`config.mk`:
```
export PLATFORM = sky130hd
export DESIGN_NAME = double_ended_queue
export DESIGN_NICKNAME = d
export VERILOG_FILES = /design/src/rtl/deq_pkg.sv /design/src/rtl/deq_ctrl.sv /design/src/rtl/deq_dp.sv /design/src/rtl/double_ended_queue.sv
export SDC_FILE = /design/constraint.sdc
export NUM_CORES = 1
export LEC_CHECK = 0
export ABC_AREA = 1
export BUFFER_PORTS_ARGS = -buffer_cell sky130_fd_sc_hd__buf_4
export CORE_ASPECT_RATIO = 1.25
export CORE_MARGIN = 2
export CORE_UTILIZATION = 26
export DETAILED_ROUTE_END_ITERATION = 6
export HOLD_SLACK_MARGIN = 0.12
export SLEW_MARGIN = 20
export SYNTH_ARGS = -nofsm -noshare
export SYNTH_HDL_FRONTEND = slang
export SYNTH_SLANG_ARGS = --single-unit
```
`constraint.sdc`:
```
create_clock -name clk -period 4.1 [get_ports clk]
set_input_delay 0.41 -clock clk [delete_from_list [all_inputs] [get_ports clk]]
set_output_delay 0.41 -clock clk [all_outputs]
set_load 0.05 [all_outputs]
```
`src/rtl/deq_pkg.sv`:
```
`timescale 1ns / 1ps
// ----------------------------------------------------------------------------
// deq_pkg
// Shared types and constants for the double-ended queue.
// ----------------------------------------------------------------------------
package deq_pkg;

  localparam int DEPTH  = 32;
  localparam int IDX_W  = $clog2(DEPTH);
  localparam int CNT_W  = $clog2(DEPTH + 1);
  localparam int SUM_W  = CNT_W + 1;
  localparam int DATA_W = 32;

  typedef enum logic [1:0] {
    CMD_PUSH_FRONT = 2'd0,
    CMD_PUSH_BACK  = 2'd1,
    CMD_POP_FRONT  = 2'd2,
    CMD_POP_BACK   = 2'd3
  } command_t;

  typedef enum logic [1:0] {
    STAT_DONE  = 2'd0,
    STAT_EMPTY = 2'd1,
    STAT_FULL  = 2'd2
  } status_t;

  typedef enum logic {
    S_IDLE = 1'b0,
    S_RESP = 1'b1
  } state_t;

  // controller -> datapath
  typedef struct packed {
    logic load;
  } dp_cmd_t;

endpackage

```
`src/rtl/deq_ctrl.sv`:
```
`timescale 1ns / 1ps
// ----------------------------------------------------------------------------
// deq_ctrl
// Handshake controller: takes one transaction, then holds the result.
// ----------------------------------------------------------------------------
module deq_ctrl
  import deq_pkg::*;
(
  input  logic    clk,
  input  logic    rst_n,
  input  logic    in_valid,
  output logic    in_ready,
  output logic    out_valid,
  input  logic    out_ready,
  output dp_cmd_t dp_cmd
);

  state_t state_r, state_nxt;

  always_ff @(posedge clk) begin
    if (!rst_n) begin
      state_r <= S_IDLE;
    end else begin
      state_r <= state_nxt;
    end
  end

  always_comb begin
    state_nxt   = state_r;
    in_ready    = 1'b0;
    out_valid   = 1'b0;
    dp_cmd.load = 1'b0;
    unique case (state_r)
      S_IDLE: begin
        in_ready = 1'b1;
        if (in_valid) begin
          dp_cmd.load = 1'b1;
          state_nxt   = S_RESP;
        end
      end
      S_RESP: begin
        out_valid = 1'b1;
        if (out_ready) begin
          state_nxt = S_IDLE;
        end
      end
      default: state_nxt = S_IDLE;
    endcase
  end

endmodule

```
`src/rtl/deq_dp.sv`:
```
`timescale 1ns / 1ps
// ----------------------------------------------------------------------------
// deq_dp
// Ring store, front pointer, occupancy count and result registers.
// ----------------------------------------------------------------------------
module deq_dp
  import deq_pkg::*;
(
  input  logic                     clk,
  input  logic                     rst_n,
  input  dp_cmd_t                  dp_cmd,
  input  logic [1:0]               in_command,
  input  logic signed [DATA_W-1:0] in_push_value,
  output logic signed [DATA_W-1:0] out_popped_value,
  output logic [1:0]               out_status
);

  logic [DATA_W-1:0] mem [DEPTH];

  logic [IDX_W-1:0]  front_r, front_nxt;
  logic [CNT_W-1:0]  occ_r, occ_nxt;
  logic [DATA_W-1:0] rd_data_r;
  status_t           status_r, status_nxt;
  logic              is_pop_r;

  logic              empty, full, wr_en, is_pop;
  logic [IDX_W-1:0]  front_inc, front_dec, addr;
  logic [SUM_W-1:0]  tail_sum, tail_wrap, back_sum, back_wrap;

  assign empty = (occ_r == '0);
  assign full  = (occ_r == CNT_W'(DEPTH));

  assign front_inc = (front_r == IDX_W'(DEPTH - 1)) ? '0 : front_r + 1'b1;
  assign front_dec = (front_r == '0) ? IDX_W'(DEPTH - 1) : front_r - 1'b1;

  assign tail_sum  = SUM_W'(front_r) + SUM_W'(occ_r);
  assign tail_wrap = (tail_sum >= SUM_W'(DEPTH)) ? tail_sum - SUM_W'(DEPTH) : tail_sum;
  assign back_sum  = tail_sum - 1'b1;
  assign back_wrap = (back_sum >= SUM_W'(DEPTH)) ? back_sum - SUM_W'(DEPTH) : back_sum;

  always_comb begin
    front_nxt  = front_r;
    occ_nxt    = occ_r;
    status_nxt = STAT_DONE;
    wr_en      = 1'b0;
    is_pop     = 1'b0;
    addr       = front_r;
    unique case (in_command)
      CMD_PUSH_FRONT: begin
        addr = front_dec;
        if (full) begin
          status_nxt = STAT_FULL;
        end else begin
          wr_en     = 1'b1;
          front_nxt = front_dec;
          occ_nxt   = occ_r + 1'b1;
        end
      end
      CMD_PUSH_BACK: begin
        addr = tail_wrap[IDX_W-1:0];
        if (full) begin
          status_nxt = STAT_FULL;
        end else begin
          wr_en   = 1'b1;
          occ_nxt = occ_r + 1'b1;
        end
      end
      CMD_POP_FRONT: begin
        is_pop = 1'b1;
        addr   = front_r;
        if (empty) begin
          status_nxt = STAT_EMPTY;
        end else begin
          front_nxt = front_inc;
          occ_nxt   = occ_r - 1'b1;
        end
      end
      CMD_POP_BACK: begin
        is_pop = 1'b1;
        addr   = back_wrap[IDX_W-1:0];
        if (empty) begin
          status_nxt = STAT_EMPTY;
        end else begin
          occ_nxt = occ_r - 1'b1;
        end
      end
      default: status_nxt = STAT_DONE;
    endcase
  end

  always_ff @(posedge clk) begin
    if (!rst_n) begin
      front_r <= '0;
      occ_r   <= '0;
    end else if (dp_cmd.load) begin
      front_r <= front_nxt;
      occ_r   <= occ_nxt;
    end
  end

  always_ff @(posedge clk) begin
    if (dp_cmd.load && wr_en) begin
      mem[addr] <= in_push_value;
    end
  end

  always_ff @(posedge clk) begin
    if (dp_cmd.load) begin
      rd_data_r <= mem[addr];
      status_r  <= status_nxt;
      is_pop_r  <= is_pop;
    end
  end

  always_comb begin
    if (status_r == STAT_EMPTY) begin
      out_popped_value = '1;
    end else if (is_pop_r) begin
      out_popped_value = rd_data_r;
    end else begin
      out_popped_value = '0;
    end
  end

  assign out_status = status_r;

endmodule

```
`src/rtl/double_ended_queue.sv`:
```
`timescale 1ns / 1ps
// ----------------------------------------------------------------------------
// double_ended_queue
// Double-ended queue of signed 32-bit words in a ring of DEPTH entries.
// ----------------------------------------------------------------------------
//  channel | direction | handshake            | payload
//  in_     | input     | in_valid / in_ready   | in_command, in_push_value
//  out_    | output    | out_valid / out_ready | out_popped_value, out_status
//
//  One transaction at a time: each command is accepted, then its result
//  stays in S_RESP until out_ready is high; the ring has a single port.
//  The ring is read and written in the accept cycle; the result is held
//  in registers until taken. in_ready is low while a result is pending.
//  Synchronous active-low reset empties the queue; the ring needs no clear.
// ----------------------------------------------------------------------------
module double_ended_queue
  import deq_pkg::*;
(
  input  logic                     clk,
  input  logic                     rst_n,
  input  logic                     in_valid,
  output logic                     in_ready,
  input  logic [1:0]               in_command,
  input  logic signed [DATA_W-1:0] in_push_value,
  output logic                     out_valid,
  input  logic                     out_ready,
  output logic signed [DATA_W-1:0] out_popped_value,
  output logic [1:0]               out_status
);

  dp_cmd_t dp_cmd;

  deq_ctrl u_ctrl (
    .clk       (clk),
    .rst_n     (rst_n),
    .in_valid  (in_valid),
    .in_ready  (in_ready),
    .out_valid (out_valid),
    .out_ready (out_ready),
    .dp_cmd    (dp_cmd)
  );

  deq_dp u_dp (
    .clk              (clk),
    .rst_n            (rst_n),
    .dp_cmd           (dp_cmd),
    .in_command       (in_command),
    .in_push_value    (in_push_value),
    .out_popped_value (out_popped_value),
    .out_status       (out_status)
  );

`ifndef SYNTHESIS
  a_one_in_flight: assert property (@(posedge clk) disable iff (!rst_n)
    !(in_ready && out_valid))
    else $error("input taken while a result is pending");

  a_result_follows: assert property (@(posedge clk) disable iff (!rst_n)
    (in_valid && in_ready) |=> out_valid)
    else $error("no result after accepted transaction");

  a_result_once: assert property (@(posedge clk) disable iff (!rst_n)
    (out_valid && out_ready) |=> !out_valid)
    else $error("result repeated");

  a_status_code: assert property (@(posedge clk) disable iff (!rst_n)
    out_valid |-> (out_status == STAT_DONE || out_status == STAT_EMPTY ||
                   out_status == STAT_FULL))
    else $error("bad status code");
`endif

endmodule
```
# [Word level (Yosys, flattened, before mapping)]
# Memories as Yosys holds them, arrays and structs flattened. A register that Yosys moved wholly into a read port is not among the register bits.
# Index checks and enable logic that the tools add are counted.
[classes] add_sub_neg=8 n_mux=27 reduce_logical=9 n_mul=0 div=0 n_bitwise=1 n_lt_le_gt_ge=2 shift=0 n_eq_ne=10
[ops] op="32-bit two-way mux" n=2
[ops] op="5-bit two-way mux" n=6
[ops] op="5-bit one-hot mux with 4 select lines" n=1
[ops] op="5-bit by 1-bit subtractor with 5-bit output (second input constant)" n=3
[ops] op="7-bit by 6-bit >= comparator with 1-bit output (second input constant)" n=2
[ops] op="6-bit two-way mux" n=2
[ops] op="6-bit one-hot mux with 2 select lines" n=1
[ops] op="1-bit two-way mux" n=11
[ops] op="5-bit one-hot mux with 2 select lines" n=1
[ops] op="2-bit inequality test (second input constant)" n=4
[ops] op="5-bit by 6-bit adder with 7-bit output" n=1
[ops] op="7-bit by 1-bit subtractor with 7-bit output (second input constant)" n=1
[ops] op="6-bit by 1-bit adder with 6-bit output (second input constant)" n=1
[ops] op="6-bit equality test (second input constant)" n=1
[ops] op="6-bit zero test" n=1
[ops] op="6-bit by 1-bit subtractor with 6-bit output (second input constant)" n=1
[ops] op="5-bit by 1-bit adder with 5-bit output (second input constant)" n=1
[ops] op="5-bit equality test (second input constant)" n=1
[ops] op="5-bit zero test" n=1
[ops] op="2-bit by 1-bit equality test with 1-bit output (second input constant)" n=2
[ops] op="2-bit equality test (second input constant)" n=2
[ops] op="2-bit one-hot mux with 2 select lines" n=1
[ops] op="4-bit AND reduction" n=1
[ops] op="2-bit OR reduction" n=2
[ops] op="other kinds (7)" n=7
[word_totals] latch_bits=0 mem_count=1 register_bits=15 romBits=0 word_cells=63 input_bits=38 ramBits=1024 out_inout_bits=36
[mem_list] name="u_dp.mem" words=32 word_bits=32 read_ports=1 rd_clocked_by_memory_dff=1 wr=1 line_no="deq_dp.sv:18" rtl="logic [DATA_W-1:0] mem [DEPTH];"

# [Logic depth before layout (Yosys ltp)]
[logic_depth] word_depth=6 depth_mapped=19 depth_no_buf=16

# [Hierarchy]
# Synthesis repeated with hierarchy kept, for this count alone.
[hier_totals] cells_unflattened=4641 area_unflattened_um2=46887.5
[by_module_without_submodules] mod="deq_dp" seq_area_each_um2=32020.7 n_inst=1 area_each_um2=46833.7 cells_per_inst=4633
[by_module_without_submodules] mod="deq_ctrl" seq_area_each_um2=20.0 n_inst=1 area_each_um2=53.8 cells_per_inst=8

# [Worst setup path after synthesis]
# No wires, ideal clock.
[synth_path] kind="reg-to-reg" startpoint="reg u_dp.occ_r[0]" endpoint="mem u_dp.mem[11][0] (enable)" synth_period_minus_slack_ps=4245 arrival_ps=3824 required_ps=3679 setup_time_ps=421 slack_ps=-145 stages_incl_launch_ff=12 n_path_buf=2 path_cell_list="dfxtp_1 -> ha_1 -> fa_1 -> inv_1 -> ha_1 -> o211ai_1 -> o21ai_2 -> inv_2 -> buf_2 -> buf_2 -> nand4_1 -> nor2_1"
[synth_between] elab_chain_len=6 elab_cells_between_ends=15 classes_between="add/sub (4); order compare (2); eq/ne (1); mux (7); reduce/logical (1)"
[synth_lines] element="start, declared" line_no="deq_dp.sv:21" rtl="logic [CNT_W-1:0] occ_r, occ_nxt;"
[synth_lines] element="start signal, assigned" line_no="deq_dp.sv:97" rtl="occ_r <= occ_nxt;"
[synth_lines] element="branches (longest 6 deep; another with 5-bit by 6-bit adder with 7-bit output)"
[synth_lines] element="end, declared" line_no="deq_dp.sv:18"
# Several ways; the timed one is not identified.

# [Worst setup path after layout]
[layout_path] startpoint="reg u_dp.front_r[0]" endpoint="mem u_dp.mem[31][25] (enable)"
[layout_between] elab_chain_len=5 elab_cells_between_ends=12 classes_between="add/sub (5); order compare (2); mux (4); reduce/logical (1)"
[layout_lines] element="start, declared" line_no="deq_dp.sv:20" rtl="logic [IDX_W-1:0] front_r, front_nxt;"
[layout_lines] element="start signal, assigned" line_no="deq_dp.sv:96" rtl="front_r <= front_nxt;"
[layout_lines] element="5-bit by 6-bit adder with 7-bit output" line_no="deq_dp.sv:36" rtl="assign tail_sum = SUM_W'(front_r) + SUM_W'(occ_r);"
[layout_lines] element="7-bit by 1-bit subtractor with 7-bit output" line_no="deq_dp.sv:38" rtl="assign back_sum = tail_sum - 1'b1;"
[layout_lines] element="7-bit by 6-bit >= comparator with 1-bit output or 5-bit by 1-bit subtractor with 5-bit output (tied branches)" line_no="deq_dp.sv:39" rtl="assign back_wrap = (back_sum >= SUM_W'(DEPTH)) ? back_sum - SUM_W'(DEPTH) : back_sum;"
[layout_lines] element="5-bit two-way mux" line_no="deq_dp.sv:39"
[layout_lines] element="5-bit one-hot mux with 4 select lines (*)" line_no="deq_dp.sv:48" rtl="unique case (in_command)"
# Every way passes the cells marked *; elsewhere a longest branch is shown, timed or not.

==> out/qor.log <==
[outcome] status complete, no violations
[routing] DRT iter0 DRCs 2,830
[cells_and_area] area delta synth->final 17.0%
[pwr] largest voltage drop on the vdd net 0.365 mV
[routing] Antenna Nets Post-Route 0
[timing] worst setup margin 0.379 ns
[worst_setup_path] Crit path largest cell delay 0.49 ns
[worst_setup_path] kind of start point of the critical path flip-flop
[floorplan] Die H 478 µm
[worst_setup_path] Worst Path Class, Setup flip-flop to flip-flop
[worst_setup_path] data required time of the worst path 4.51 ns
[logic_synthesis] combinational family with the most area after synthesis simple AND/OR/NAND/NOR gates
[timing] clock skew 0.0393 ns
[grt] antenna violations before repair 14
[logic_synthesis] fraction of the mapped netlist area in simple logic gates 0.267
[routing] total number of vias 32,700
[hold_path] hold depth 1
[routing] average via count per standard cell 4.57
[cells_and_area] final cell count without fillers 7,161
[logic_synthesis] synth unique cells 30
[timing] Final Hold Violating Endpoints 0
[worst_setup_path] slowest cell on the critical path sky130_fd_sc_hd__dfxtp_1
[cells_and_area] final standard cell area without fillers 54,600 µm²
[timing] Worst-Margin Slew 0.770 ns
[placed_design] Post-Place Setup Slack 0.478 ns
[worst_setup_path] Worst setup EP type flip-flop
[logic_synthesis] number of instances in the synthesized netlist 4,638
[logic_synthesis] post-synthesis net count 4,690
[clock_tree] number of buffers between clock root and the deepest sink 3
[floorplan] count of standard-cell rows 173
[worst_setup_path] Worst Path Max Fanout 18
[cells_and_area] share of layout cells above drive strength 1 0.0847
[timing] unrepaired setup endpoints after global routing false
[logic_synthesis] register bit total from synthesis 1,071
[cells_and_area] count of nets after finishing 4,761
[cells_and_area] area of combinational cells with multiple inputs 13,300 µm²
[worst_setup_path] critical-path cell list ha_1 -> fa_1 -> inv_1 -> ha_1 -> inv_1 -> nor2_1 -> o21ai_0 -> a21oi_4 -> nand2_1 -> nor2_4 -> buf_12
[hold_path] kind of path behind the tightest hold check input port to flip-flop
[floorplan] Core ar. 178,000 µm²
[timing] Setup Viol. Count Final 0
[timing] period utilization 0.907
[clock_tree] total number of clock tree sinks 1,071
[pwr] Design Power 0.0284 W
[placed_design] port bufs 73
[routing] drt first pass iters 5
[timing] crit path time final 3.72 ns
[logic_synthesis] proportion of synthesized area in mux cells 0
[logic_synthesis] compound-cell area share of the yosys netlist 0.00461
[timing] Max Slew Vio Count 0
[logic_synthesis] number of synthesis warnings 0
[clock_tree] H-tree lvl count 3
[routing] final WL 133,000 µm
[worst_setup_path] Data arrival, critical path 4.13 ns
[grt] wire length of the first global-routing pass 199,000 µm
[clock_tree] clock latency reported for the late side of the worst-skew pair 0.73 ns
[job] number of max-capacitance violations reported 0
[cells_and_area] area taken by flip-flops and latches 32,000 µm²
[timing] minimum hold slack 0.182 ns
[clock_tree] clock tree from TritonCTS yes
[routing] DRC violations left 0
[worst_setup_path] Worst R2R Path Depth 11
[floorplan] I/O pins 74
[worst_setup_path] CP Buf/Inv Count 3
[clock_tree] Post-CTS Setup Inserts 0
[grt] global-route congestion overflow total 0
[placed_design] Placer Congestion 0.848
[placed_design] Final HPWL DP 77,200 µm
[logic_synthesis] netlist area before placement 46,700 µm²
[worst_setup_path] CP delay by family, top simple AND/OR/NAND/NOR gates
[grt] largest net degree at the start of global routing 141
[clock_tree] clk root buf sky130_fd_sc_hd__clkbuf_16
[timing] headroom to the max-slew limit 0.487
[placed_design] cell area after placement 50,800 µm²
[worst_setup_path] cell depth of the worst setup path 11
[timing] Max Clk Rate 0.269 GHz
[grt] number of global-route vias before repair 31,200
[pwr] static power due to leakage 22.1 nW
[logic_synthesis] average cell area after synthesis 10.1 µm²
[cells_and_area] number of inserted filler cells in the final layout 18,100
[placed_design] placed cell count 6,931
[clock_tree] clock edge transition at the registers on the reported setup and hold paths 0.06 ns
[floorplan] die area 183,000 µm²
[grt] total global-route track usage 0.142
[pwr] power density cells 521 nW/µm²
[logic_synthesis] portion of the post-synthesis area used by sequential elements 0.687
[clock_tree] TritonCTS buffer count 105
[floorplan] die width 383 µm
[logic_synthesis] synthesized-area fraction occupied by xor and xnor cells 0.00150
[floorplan] initial cell density of the core 0.262
[logic_synthesis] adder-cell share of the synthesized area 0.00408
[routing] mean routed wirelength per cell 18.6 µm
[area by class of cell]
| cell class | instances | area share |
|---|---|---|
| Clock buffer | 123 | 0.0502 |
| Timing Repair Buffer | 239 | 0.0454 |
| Multi-Input combinational cell | 3192 | 0.243 |
| Sequential cell | 1071 | 0.587 |
| Clock inverter | 69 | 0.0133 |
| Antenna cell | 5 | 0.000229 |
| Tap cell | 2362 | 0.0541 |
| Inverter | 100 | 0.00701 |
[per-layer routing]
metal / share of wire / vias to the layer above / global-route usage
met2: 0.49 / 1117 / 0.241
met1: 0.42 / 15900 / 0.185
met4: 0.026 / 10 / 0.0456
met3: 0.066 / 190 / 0.0231
met5: 0.00052 / - / 0
li1: - / 15500 / -
[cell usage after synthesis]
cell,instances,area (µm²)
sky130_fd_sc_hd__nand2_1,2527,9490
sky130_fd_sc_hd__xnor2_1,5,43.8
sky130_fd_sc_hd__nand4_1,3,18.8
sky130_fd_sc_hd__o22ai_1,1,6.26
sky130_fd_sc_hd__a21oi_1,15,75.1
sky130_fd_sc_hd__inv_2,2,7.51
sky130_fd_sc_hd__ha_1,12,150
sky130_fd_sc_hd__nand3b_1,1,7.51
sky130_fd_sc_hd__o21ai_0,17,85.1
sky130_fd_sc_hd__inv_1,98,368
sky130_fd_sc_hd__nand3_1,536,2680
sky130_fd_sc_hd__o21ai_2,2,17.5
sky130_fd_sc_hd__dfxtp_1,12,240
sky130_fd_sc_hd__o21a_1,1,7.51
sky130_fd_sc_hd__buf_2,216,1080
sky130_fd_sc_hd__a21oi_2,1,8.76
sky130_fd_sc_hd__nand2_2,1,6.26
sky130_fd_sc_hd__a22oi_1,1,7.51
sky130_fd_sc_hd__nor4_1,1,6.26
sky130_fd_sc_hd__edfxtp_1,1059,31800
sky130_fd_sc_hd__o211ai_1,1,7.51
sky130_fd_sc_hd__xor2_1,3,26.3
sky130_fd_sc_hd__fa_1,2,40.0
sky130_fd_sc_hd__buf_1,8,30.0
sky130_fd_sc_hd__buf_4,5,37.5
sky130_fd_sc_hd__nor2_1,56,210
sky130_fd_sc_hd__nor2_2,1,6.26
sky130_fd_sc_hd__clkbuf_1,46,173
sky130_fd_sc_hd__or2_2,2,12.5
sky130_fd_sc_hd__nor3_1,3,15.0
[through the flow]
step                 util  setup TNS (ns)
floorplan               -          -94.76
global placement    0.285               0
detailed placement  0.285               0
CTS                 0.306               0
global route        0.306               0
finish              0.306               0
[sequential cells by signal, summed over array words and instances (netlist names)]
signal	count
u_dp.mem	1024
u_dp.rd_data_r	32
u_dp.occ_r	6
u_dp.front_r	5
u_dp.out_status	2
u_ctrl.state_r	1
u_dp.is_pop_r	1
[kinds of logic (layout without fill, tap and decap cells)]
group                      Yosys count  in the layout
buffers and inverters              375            531
xor gates and xnor gates             8              8
and+or+nand+nor                   3131           3131
AOI/OAI and AO/OA                   39             39
adders and majority gates           14             14
DFF                               1071           1071
other                                0              5
[cells in the final DEF, fill, tap and decap left out, types with 3 or more instances in the layout]
cell type                          n
sky130_fd_sc_hd__a21oi_1          15
sky130_fd_sc_hd__buf_12           48
sky130_fd_sc_hd__buf_4           158
sky130_fd_sc_hd__bufinv_16        13
sky130_fd_sc_hd__clkbuf_1         16
sky130_fd_sc_hd__clkbuf_16       107
sky130_fd_sc_hd__clkinv_1         24
sky130_fd_sc_hd__clkinv_2         19
sky130_fd_sc_hd__clkinvlp_4        6
sky130_fd_sc_hd__dfxtp_1          12
sky130_fd_sc_hd__diode_2           5
sky130_fd_sc_hd__dlygate4sd3_1    33
sky130_fd_sc_hd__edfxtp_1       1059
sky130_fd_sc_hd__ha_1             12
sky130_fd_sc_hd__inv_1            97
sky130_fd_sc_hd__inv_6             4
sky130_fd_sc_hd__nand2_1        2526
sky130_fd_sc_hd__nand3_1         535
sky130_fd_sc_hd__nand4_1           3
sky130_fd_sc_hd__nor2_1           20
sky130_fd_sc_hd__nor2_4           36
sky130_fd_sc_hd__nor3_1            3
sky130_fd_sc_hd__o21ai_0          17
sky130_fd_sc_hd__xnor2_1           5
sky130_fd_sc_hd__xor2_1            3
[path summary, 6_finish.rpt]
check / startpoint / to / slack (ns)
setup / recovery: u_dp.front_r[0] / u_dp.mem[31][25] / 0.38
hold / removal: in_push_value[29] / u_dp.mem[12][29] / 0.18
setup reg to reg: u_dp.front_r[0] / u_dp.mem[31][25] / 0.38
hold reg to reg: u_dp.occ_r[5] / u_dp.occ_r[5] / 0.52
[worst register-to-register path: cells and delay by family, from the launching register on]
family	cells	cell delay [ns]
AND/OR/NAND/NOR	3	0.93
adder cells (fa/ha/maj)	3	0.90
AO/OA/AOI/OAI	2	0.68
flip-flops	1	0.49
buffers and inverters	3	0.39
[power breakdown]
group | total (W) | switching [W] | internal, W
clock | 0.00976 | 0.00417 | 0.00559
sequential | 0.0125 | 0.000201 | 0.0123
combinational | 0.00615 | 0.00441 | 0.00174
total | 0.0284 | 0.00878 | 0.0197
[what timing repair did]
| action | in CTS | in global routing |
|---|---|---|
| hold buffers | 33 | 0 |
| gates resized for setup | 0 | 0 |
| endpoints found under the hold margin | 708 | 0 |
(Power assumes the default switching activity.)
